`src/rtl/pfcv_pkg.sv`:
```
// ----------------------------------------------------------------------------
// pfcv_pkg
// Shared types and constants for the PCM frame converter with volume.
// ----------------------------------------------------------------------------
package pfcv_pkg;

    // Sample and gain widths
    localparam int SAMPLE_W = 16;
    localparam int HALF_W   = 9;                  // clamped volume half, 0..256
    localparam int GAIN_W   = 17;                 // gain product, 0..0x10000
    localparam int VOL_W    = 32;
    localparam int CFG_IDX_W = 8;

    localparam logic [HALF_W-1:0] VOL_MAX = 9'h100;

    // Configuration register indexes
    localparam logic [CFG_IDX_W-1:0] REG_MAIN_VOLUME    = 8'd0;
    localparam logic [CFG_IDX_W-1:0] REG_SPEAKER_VOLUME = 8'd1;
    localparam logic [CFG_IDX_W-1:0] REG_MAIN_MUTE      = 8'd2;
    localparam logic [CFG_IDX_W-1:0] REG_SPEAKER_MUTE   = 8'd3;

    localparam logic [VOL_W-1:0] VOLUME_RESET = 32'h0100_0100;

    // Source formats
    typedef enum logic {
        FMT_STEREO16 = 1'b0,
        FMT_MONO8    = 1'b1
    } t_format;

    typedef logic signed [SAMPLE_W-1:0] t_sample;
    typedef logic [GAIN_W-1:0]          t_gain;

    // Clamp a 16-bit volume half to 256
    function automatic logic [HALF_W-1:0] clamp_half(input logic [15:0] h);
        logic [HALF_W-1:0] r;
        if (h > 16'(VOL_MAX)) begin
            r = VOL_MAX;
        end else begin
            r = h[HALF_W-1:0];
        end
        return r;
    endfunction

endpackage

```
`src/rtl/pfcv_scale.sv`:
```
// ----------------------------------------------------------------------------
// pfcv_scale
// Scales one signed sample by an unsigned gain and takes the result as an
// arithmetic shift right by 16 (floor of sample * gain / 65536).
// ----------------------------------------------------------------------------
module pfcv_scale (
    input  pfcv_pkg::t_sample i_sample,
    input  pfcv_pkg::t_gain   i_gain,
    output pfcv_pkg::t_sample o_sample
);
    import pfcv_pkg::*;

    logic signed [SAMPLE_W+GAIN_W:0] w_prod;

    // Gain is at most 0x10000, so bits 31..16 always hold the full result
    assign w_prod   = (SAMPLE_W+GAIN_W+1)'(i_sample) * $signed({1'b0, i_gain});
    assign o_sample = w_prod[SAMPLE_W+15:16];

endmodule

```
`src/rtl/pcm_frame_convert_with_volume_top.sv`:
```
// Pipeline: two register stages, stage 1 holding the decoded samples and
// stage 2 the scaled output words.
// Throughput: one word per cycle; the input stalls only when both pipeline
// stages are full and the output is not taken.
// Gains are registered from the volume and mute registers, which a write updates.
// Synchronous active-low reset clears both stages, holds both readies
// low and loads volume 0x01000100 on both volume registers with mutes off.
// ----------------------------------------------------------------------------
// pcm_frame_convert_with_volume_top
// Converts stereo 16-bit big-endian or mono 8-bit unsigned frames to a signed
// left/right pair scaled by the main and speaker volume gains.
// ----------------------------------------------------------------------------
module pcm_frame_convert_with_volume_top (
    input  logic        i_clk,
    input  logic        i_rst_n,

    // Configuration write channel
    input  logic        i_cfg_valid,
    output logic        o_cfg_ready,
    input  logic [pfcv_pkg::CFG_IDX_W-1:0] i_cfg_index,
    input  logic [pfcv_pkg::VOL_W-1:0]     i_cfg_data,

    // Input frames
    input  logic        s_axis_tvalid,
    output logic        s_axis_tready,
    input  logic [31:0] s_axis_tdata,   // first_byte, second_byte, third_byte, fourth_byte
    input  logic        s_axis_tuser,   // source_format
    input  logic        s_axis_tlast,   // last_in_block

    // Output samples
    output logic        m_axis_tvalid,
    input  logic        m_axis_tready,
    output logic [31:0] m_axis_tdata,   // left_sample, right_sample
    output logic        m_axis_tlast    // last_out
);
    import pfcv_pkg::*;

    // Configuration registers
    logic [VOL_W-1:0] r_main_volume;
    logic [VOL_W-1:0] r_speaker_volume;
    logic             r_main_mute;
    logic             r_speaker_mute;

    // Registered gains
    t_gain r_gain_l, r_gain_r;
    t_gain n_gain_l, n_gain_r;

    // Stage 1: decoded samples
    logic    r_s1_valid;
    t_sample r_s1_left, r_s1_right;
    logic    r_s1_last;
    t_sample n_s1_left, n_s1_right;

    // Stage 2: scaled samples
    logic    r_s2_valid;
    t_sample r_s2_left, r_s2_right;
    logic    r_s2_last;
    t_sample w_scaled_l, w_scaled_r;

    logic    w_in_accept;
    logic    w_s1_advance;
    t_format w_format;

    // Not ready while in reset
    assign o_cfg_ready = i_rst_n;

    // Config writes; unknown indexes are dropped
    always_ff @(posedge i_clk) begin
        if (!i_rst_n) begin
            r_main_volume    <= VOLUME_RESET;
            r_speaker_volume <= VOLUME_RESET;
            r_main_mute      <= 1'b0;
            r_speaker_mute   <= 1'b0;
        end else if (i_cfg_valid) begin
            unique case (i_cfg_index)
                REG_MAIN_VOLUME:    r_main_volume    <= i_cfg_data;
                REG_SPEAKER_VOLUME: r_speaker_volume <= i_cfg_data;
                REG_MAIN_MUTE:      r_main_mute      <= i_cfg_data[0];
                REG_SPEAKER_MUTE:   r_speaker_mute   <= i_cfg_data[0];
                default: ;
            endcase
        end
    end

    // Per-channel gain: left from high halves, right from low halves
    always_comb begin
        if (r_main_mute || r_speaker_mute) begin
            n_gain_l = '0;
            n_gain_r = '0;
        end else begin
            n_gain_l = GAIN_W'(clamp_half(r_main_volume[31:16])
                              * clamp_half(r_speaker_volume[31:16]));
            n_gain_r = GAIN_W'(clamp_half(r_main_volume[15:0])
                              * clamp_half(r_speaker_volume[15:0]));
        end
    end

    always_ff @(posedge i_clk) begin
        r_gain_l <= n_gain_l;
        r_gain_r <= n_gain_r;
    end

    // Pipeline handshake; input held off while in reset
    assign w_s1_advance  = !r_s2_valid || m_axis_tready;
    assign s_axis_tready = i_rst_n && (!r_s1_valid || w_s1_advance);
    assign w_in_accept   = s_axis_tvalid && s_axis_tready;

    // Frame decode: mono becomes (byte - 128) << 8 on both channels
    assign w_format = t_format'(s_axis_tuser);
    always_comb begin
        unique case (w_format)
            FMT_MONO8: begin
                n_s1_left  = {~s_axis_tdata[7], s_axis_tdata[6:0], 8'h00};
                n_s1_right = n_s1_left;
            end
            FMT_STEREO16: begin
                n_s1_left  = {s_axis_tdata[7:0], s_axis_tdata[15:8]};
                n_s1_right = {s_axis_tdata[23:16], s_axis_tdata[31:24]};
            end
            default: begin
                n_s1_left  = '0;
                n_s1_right = '0;
            end
        endcase
    end

    // Stage 1 registers
    always_ff @(posedge i_clk) begin
        if (!i_rst_n) begin
            r_s1_valid <= 1'b0;
        end else if (s_axis_tready) begin
            r_s1_valid <= s_axis_tvalid;
        end
    end

    always_ff @(posedge i_clk) begin
        if (w_in_accept) begin
            r_s1_left  <= n_s1_left;
            r_s1_right <= n_s1_right;
            r_s1_last  <= s_axis_tlast;
        end
    end

    // Volume scaling
    pfcv_scale u_scale_l (
        .i_sample (r_s1_left),
        .i_gain   (r_gain_l),
        .o_sample (w_scaled_l)
    );

    pfcv_scale u_scale_r (
        .i_sample (r_s1_right),
        .i_gain   (r_gain_r),
        .o_sample (w_scaled_r)
    );

    // Stage 2 / output registers
    always_ff @(posedge i_clk) begin
        if (!i_rst_n) begin
            r_s2_valid <= 1'b0;
        end else if (w_s1_advance) begin
            r_s2_valid <= r_s1_valid;
        end
    end

    always_ff @(posedge i_clk) begin
        if (w_s1_advance && r_s1_valid) begin
            r_s2_left  <= w_scaled_l;
            r_s2_right <= w_scaled_r;
            r_s2_last  <= r_s1_last;
        end
    end

    assign m_axis_tvalid = r_s2_valid;
    assign m_axis_tdata  = {r_s2_right, r_s2_left};
    assign m_axis_tlast  = r_s2_last;

endmodule

```
`config.mk`:
```
export PLATFORM = sky130hd
export DESIGN_NAME = pcm_frame_convert_with_volume_top
export DESIGN_NICKNAME = d
export VERILOG_FILES = /design/src/rtl/pfcv_pkg.sv /design/src/rtl/pfcv_scale.sv /design/src/rtl/pcm_frame_convert_with_volume_top.sv
export SDC_FILE = /design/constraint.sdc
export NUM_CORES = 2
export LEC_CHECK = 0
export BUFFER_PORTS_ARGS = -buffer_cell sky130_fd_sc_hd__buf_2
export CAP_MARGIN = 30
export CELL_PAD_IN_SITES_DETAIL_PLACEMENT = 0
export CELL_PAD_IN_SITES_GLOBAL_PLACEMENT = 2
export CORE_AREA = 2 2 275 277
export CTS_BUF_LIST = sky130_fd_sc_hd__clkbuf_4
export DETAILED_ROUTE_END_ITERATION = 7
export DIE_AREA = 0 0 277 279
export GPL_ROUTABILITY_DRIVEN = 0
export PLACE_DENSITY = 0.91
export SYNTH_ARGS = -nofsm -noshare
export SYNTH_HDL_FRONTEND = slang
export SYNTH_SLANG_ARGS = --single-unit
```
`constraint.sdc`:
```
create_clock -name i_clk -period 7.1 [get_ports i_clk]
set_input_delay 0.71 -clock i_clk [delete_from_list [all_inputs] [get_ports i_clk]]
set_output_delay 0.71 -clock i_clk [all_outputs]
set_load 0.05 [all_outputs]
```
## Word level (Yosys, flattened, before mapping)

Cells that the tools add are included.

- Register bits after elaboration: 168
- Output and inout bits: 36
- Word-level logic and storage cells: 50
- Input bits: 79

- Bitwise logic cells: 2
- Eq/ne operators: 3
- $mul: 4
- Multiplexer cells: 10
- Reduce and logical (&&, ||, !) cells: 13
- Order comparisons: 4

Operator list:

| kind | number |
|---|---|
| 9-bit 2-to-1 mux | 8 |
| 16-bit by 9-bit greater-than comparator with 1-bit output (second input constant) | 4 |
| 16-bit by 18-bit multiplier with 32-bit output | 2 |
| 16-bit case mux with 2 select lines | 2 |
| 9-bit by 9-bit multiplier with 17-bit output | 2 |
| 8-bit by 2-bit equality test with 1-bit output (second input constant) | 2 |
| 8-bit by 1-bit equality test with 1-bit output (second input constant) | 1 |
| 8-bit zero test | 1 |
| 2-bit AND reduction | 4 |
| 1-bit logical AND | 3 |
| 1-bit logical OR | 3 |
| 1-bit zero test | 2 |
| 1-bit NOT | 2 |

## Depth between registers and ports, before layout

- Word-level depth: 5
- Depth in mapped cells: 25
- Depth with buffers taken out: 24

## Hierarchy

Synthesis repeated with hierarchy kept, for this count alone.

- Cell total of the unflattened synthesis: 3199
- Area total of the unflattened synthesis: 28852.7 um2

Modules (own cells, without submodules):

| module | cells each | area each (um2) | times used |
|---|---|---|---|
| pcm_frame_convert_with_volume_top | 1154 | 10963.0 | 1 |
| pfcv_scale at u_scale_r | 1030 | 8991.1 | 1 |
| pfcv_scale at u_scale_l | 1015 | 8898.5 | 1 |

## Worst setup path after synthesis

OpenSTA, ideal clock, no wires.

- Path type: flip-flop to flip-flop
- Start point: register r_s1_left[8]
- End point: register r_s2_left[12], data pin
- Required time: 6844 ps
- Stages on the path, launching flop included: 25
- Path slack: 297 ps
- Arrival time: 6547 ps
- Clock period less this slack: 6803 ps
- Path buffers: 2
- Cell sequence: edfxtp_1 -> clkbuf_1 -> clkbuf_1 -> nand2_1 -> fa_1 -> inv_1 -> fa_1 -> inv_1 -> fa_1 -> inv_1 -> fa_1 -> fa_1 -> inv_1 -> fa_1 -> inv_1 -> ha_1 -> a21o_1 -> a21o_1 -> a211o_1 -> a221o_1 -> a2111oi_2 -> o21ai_1 -> o41a_1 -> a211o_1 -> o211a_1

- Word-level cells in the longest chain between the ends: 1

RTL lines:

| what | line | source |
|---|---|---|
| start: declaration | pcm_frame_convert_with_volume_top.sv:50 | `t_sample r_s1_left, r_s1_right;` |
| start signal: assignment | pcm_frame_convert_with_volume_top.sv:138 | `r_s1_left <= n_s1_left;` |
| 16-bit by 18-bit multiplier with 32-bit output | pfcv_scale.sv:16 | `assign w_prod = (SAMPLE_W+GAIN_W+1)'(i_sample) * $signed({1'b0, i_gain});` |
| net u_scale_l.o_sample[12] | pfcv_scale.sv:9 | `output pfcv_pkg::t_sample o_sample` |
| end signal: assignment | pcm_frame_convert_with_volume_top.sv:168 | `r_s2_left <= w_scaled_l;` |
| end: declaration | pcm_frame_convert_with_volume_top.sv:56 | `t_sample r_s2_left, r_s2_right;` |

The timed path passes the listed nets, and every way through them passes these cells.
A chain may end at the register's enable or synchronous reset.

## Final worst setup path

- Start point: register r_s1_left[4]
- End point: register r_s2_left[12], data pin

Same word-level chain as after synthesis.

==> results.py <==
metrics = {
    "critical_path": {
        "cpMaxStageDelayCell": "fa_1",
        "endpoint_kind": "register",
        "crit_top_cell": "fa_1",
        "cp_max_fo": 6,
        "cp_data_arrival_time_ns": 7.31,
        "crit_family": "adder cells",
        "critical_path_class": "register to register",
        "start_kind": "register",
        "cp_data_required_time_ns": 7.61,
        "critPathBufInv": 6,
        "path_cells": "buf_2, and2_1, fa_1, inv_1, fa_1, fa_1, inv_1, fa_1, fa_1, inv_1, fa_1, inv_1, ha_1, a21oi_1, nor2_1, a211o_1, a221o_1, a2111oi_2, buf_4, o21ai_1, o41a_1, a211o_1, o211a_1",
        "worst_path_largest_cell_delay_ns": 0.55,
    },
    "hold_path": {
        "worstHoldPathType": "primary input to register",
    },
    "power_and_ir_drop": {
        "swShare": 0.3567,
        "combPwrFrac": 0.247,
        "p_int_uw": 1444,
        "powerDensity_nw_per_um2": 73.86,
        "pwr-share-seq": 0.481,
        "pwr-share-clk": 0.273,
        "p_leak_uw": 0.01529,
        "ir_drop_uv": 124.8,
        "switching_power_uw": 800.5,
    },
    "routing": {
        "ant_nets": 0,
        "num_vias": 20170,
        "first_pass_iters": 5,
        "drc": 0,
        "drt-vias-per-instance": 4.806,
        "wl_mm": 68.01,
        "drt_iter0_drc": 1010,
        "wire_per_inst_um": 16.21,
    },
    "finish": {
        "nNetsFinal": 4092,
        "layout-drive-gt1-share": 0.08070,
        "syn_to_final_growth_pct": 8.634,
        "final_cells": 4196,
        "final_area_sq_um": 30380,
    },
    "synth": {
        "ys_seq_elements": 168,
        "synth-async-reset-ratio": 0,
        "synth_common_cells": "inv_1 (643), fa_1 (512), nand2_1 (509), ha_1 (292), and2_1 (285)",
        "synth_area_leader_cell": "fa_1",
        "synth-main-ff-cell": "dfxtp_1",
        "synth.distinct_cells": 56,
        "synth_nets": 3977,
        "ys_top_cells_by_area": "fa_1 (37%), ha_1 (13%), inv_1 (8.6%)",
        "synth.avg_cell_area_sq_um": 9.039,
        "seq_area_frac_synth": 0.1439,
        "synth_top_area_share": 0.3665,
        "syn_inst": 3094,
        "synth-edff-count": 66,
        "syn_area_sq_um": 27970,
        "yosysMostFrequentCell": "inv_1",
        "ys_warn_count": 0,
    },
    "global_route": {
        "antenna_found_initial": 18,
        "overflow": 0,
        "track_usage": 0.1842,
        "grt_max_degree": 49,
        "grt_pass1_wl_mm": 112.7,
        "grt_pass1_vias": 21260,
    },
    "clock_network": {
        "cts_buffers": 17,
        "cts_htree_levels": 4,
        "clockBufferDepth": 2,
        "clk_latency_ns": 0.73,
        "cts_tree": "done",
        "cts-root-buf": "clkbuf_4",
        "clock-sinks": 168,
        "clk_pin_slew_ns": 0.16,
    },
    "placed_design": {
        "io_buffer_count": 114,
        "dpl_cell_area_sq_um": 30000,
        "dpl.cell_count": 4147,
        "hpwl_mm": 57.25,
    },
    "timing": {
        "slew_headroom": 0.4896,
        "rsz0062_at_grt": "false",
        "finalCritPeriodShare": 0.9576,
        "report.final.setup_viol": 0,
        "worst_slew_pin_slew_ns": 0.7645,
        "fin_skew_ns": 0.03160,
        "period_needed_ns": 6.799,
        "slew_violations": 0,
        "max_freq_mhz": 147.1,
        "final-hold-violation-count": 0,
        "fin_tns_setup_ns": 0,
    },
    "flow_run": {
        "cap_violations": 0,
    },
    "die": {
        "dieArea_sq_um": 77280,
        "rows": 100,
        "coreArea_sq_um": 74070,
        "io_pins": 115,
        "fp.dieH_um": 279,
        "die_x_um": 277,
        "initial_core_util": 0.3776,
    },
    "outcome": {
        "status": "completed",
    },
}
[registers in the layout (all words and copies together) (netlist names), 16 cells and up]
name and cells:
r_s1_right 16, r_gain_r 17, r_s1_left 16, r_gain_l 17
r_s2_right 16, r_main_volume 32, r_speaker_volume 32, r_s2_left 16
[cell type report]
| cell class | instances | area, sq um |
|---|---|---|
| Antenna cell | 5 | 12.51 |
| Clock buffer | 17 | 127.6 |
| Clock inverter | 15 | 141.4 |
| Fill cell | 7498 | 43690 |
| Inverter | 645 | 2421 |
| Multi-Input combinational cell | 2169 | 21110 |
| Sequential cell | 168 | 4025 |
| Tap cell | 969 | 1212 |
| Timing Repair Buffer | 208 | 1333 |
[per-stage QoR]
step / utilization / hold slack [ns] / power (uW) / setup WS, ns
3_3_place_gp: 0.4043 / 0.4032 / 1650 / 0.1873
6_report: 0.4102 / 0.1352 / 2244 / 0.3011
3_5_place_dp: 0.4050 / 0.4200 / 1652 / 0.1463
4_1_cts: 0.4086 / 0.04789 / 2281 / 0.1234
5_1_grt: 0.4101 / 0.07965 / 2375 / 0.004610
2_1_floorplan: - / 0.4003 / 1472 / 0.2972
[placed cells by master (no fill, tap or decap), types with 8 or more instances in the layout]
cell	instances
inv_1	643
and2_1	284
o21ai_0	19
nor2_1	148
a21boi_0	44
a21oi_1	40
fa_1	512
xnor2_1	46
ha_1	292
nand3_1	22
a21boi_1	21
and3_1	8
nor3_1	18
buf_4	87
buf_2	116
dfxtp_1	101
nor4_1	14
nor2b_1	30
nand2_1	509
edfxtp_1	66
a21o_1	25
nand2b_1	22
clkbuf_4	17
xor2_1	16
[metal layers]
metal | global-route usage | part of all wire | vias up | wire length (um)
met2 | 0.3036 | 0.47 | 371 | 31990
met3 | 0.03355 | 0.049 | 71 | 3326
met4 | 0.04390 | 0.017 | 18 | 1188
met5 | 0 | 0.0015 | - | 105
met1 | 0.2514 | 0.46 | 10140 | 31400
li1 | - | - | 9565 | -
[power groups by stage]
stage	clock (uW)	combinational, uW	sequential [uW]
after floorplan	0	325	1150
after global placement	0	548	1100
after detailed placement	0	550	1100
after CTS	643	556	1080
after global routing	668	625	1080
final	612	554	1080
[timing repair]
| action | 4_1_cts | 5_1_grt |
|---|---|---|
| setup endpoints to repair | 0 | 2 |
| setup buffers | 0 | 11 |
| resized for setup | 0 | 3 |
| hold buffers | 0 | 0 |
[final timing paths]
check | slack [ns] | endpoint | depth (start not counted) | startpoint
max reg2reg | 0.30 | r_s2_left[12]$_DFFE_PP_ | 23 | r_s1_left[4]$_SDFFCE_PP0P_
min reg2reg | 0.46 | m_axis_tlast$_DFFE_PP_ | 0 | r_s1_last$_DFFE_PP_
max | 0.30 | r_s2_left[12]$_DFFE_PP_ | 23 | r_s1_left[4]$_SDFFCE_PP0P_
min | 0.14 | r_s1_last$_DFFE_PP_ | 1 | s_axis_tlast
[kinds of logic after synthesis]
family,count (synthesis),share of synthesized area
compound gates,205,0.05073
fa+ha+maj,804,0.4971
mux,10,0.003892
xor+xnor,62,0.01942
simple gates,1088,0.1832
buf+inv,757,0.1017
flops,168,0.1439
Note: power is estimated with default switching activity, not from simulation.
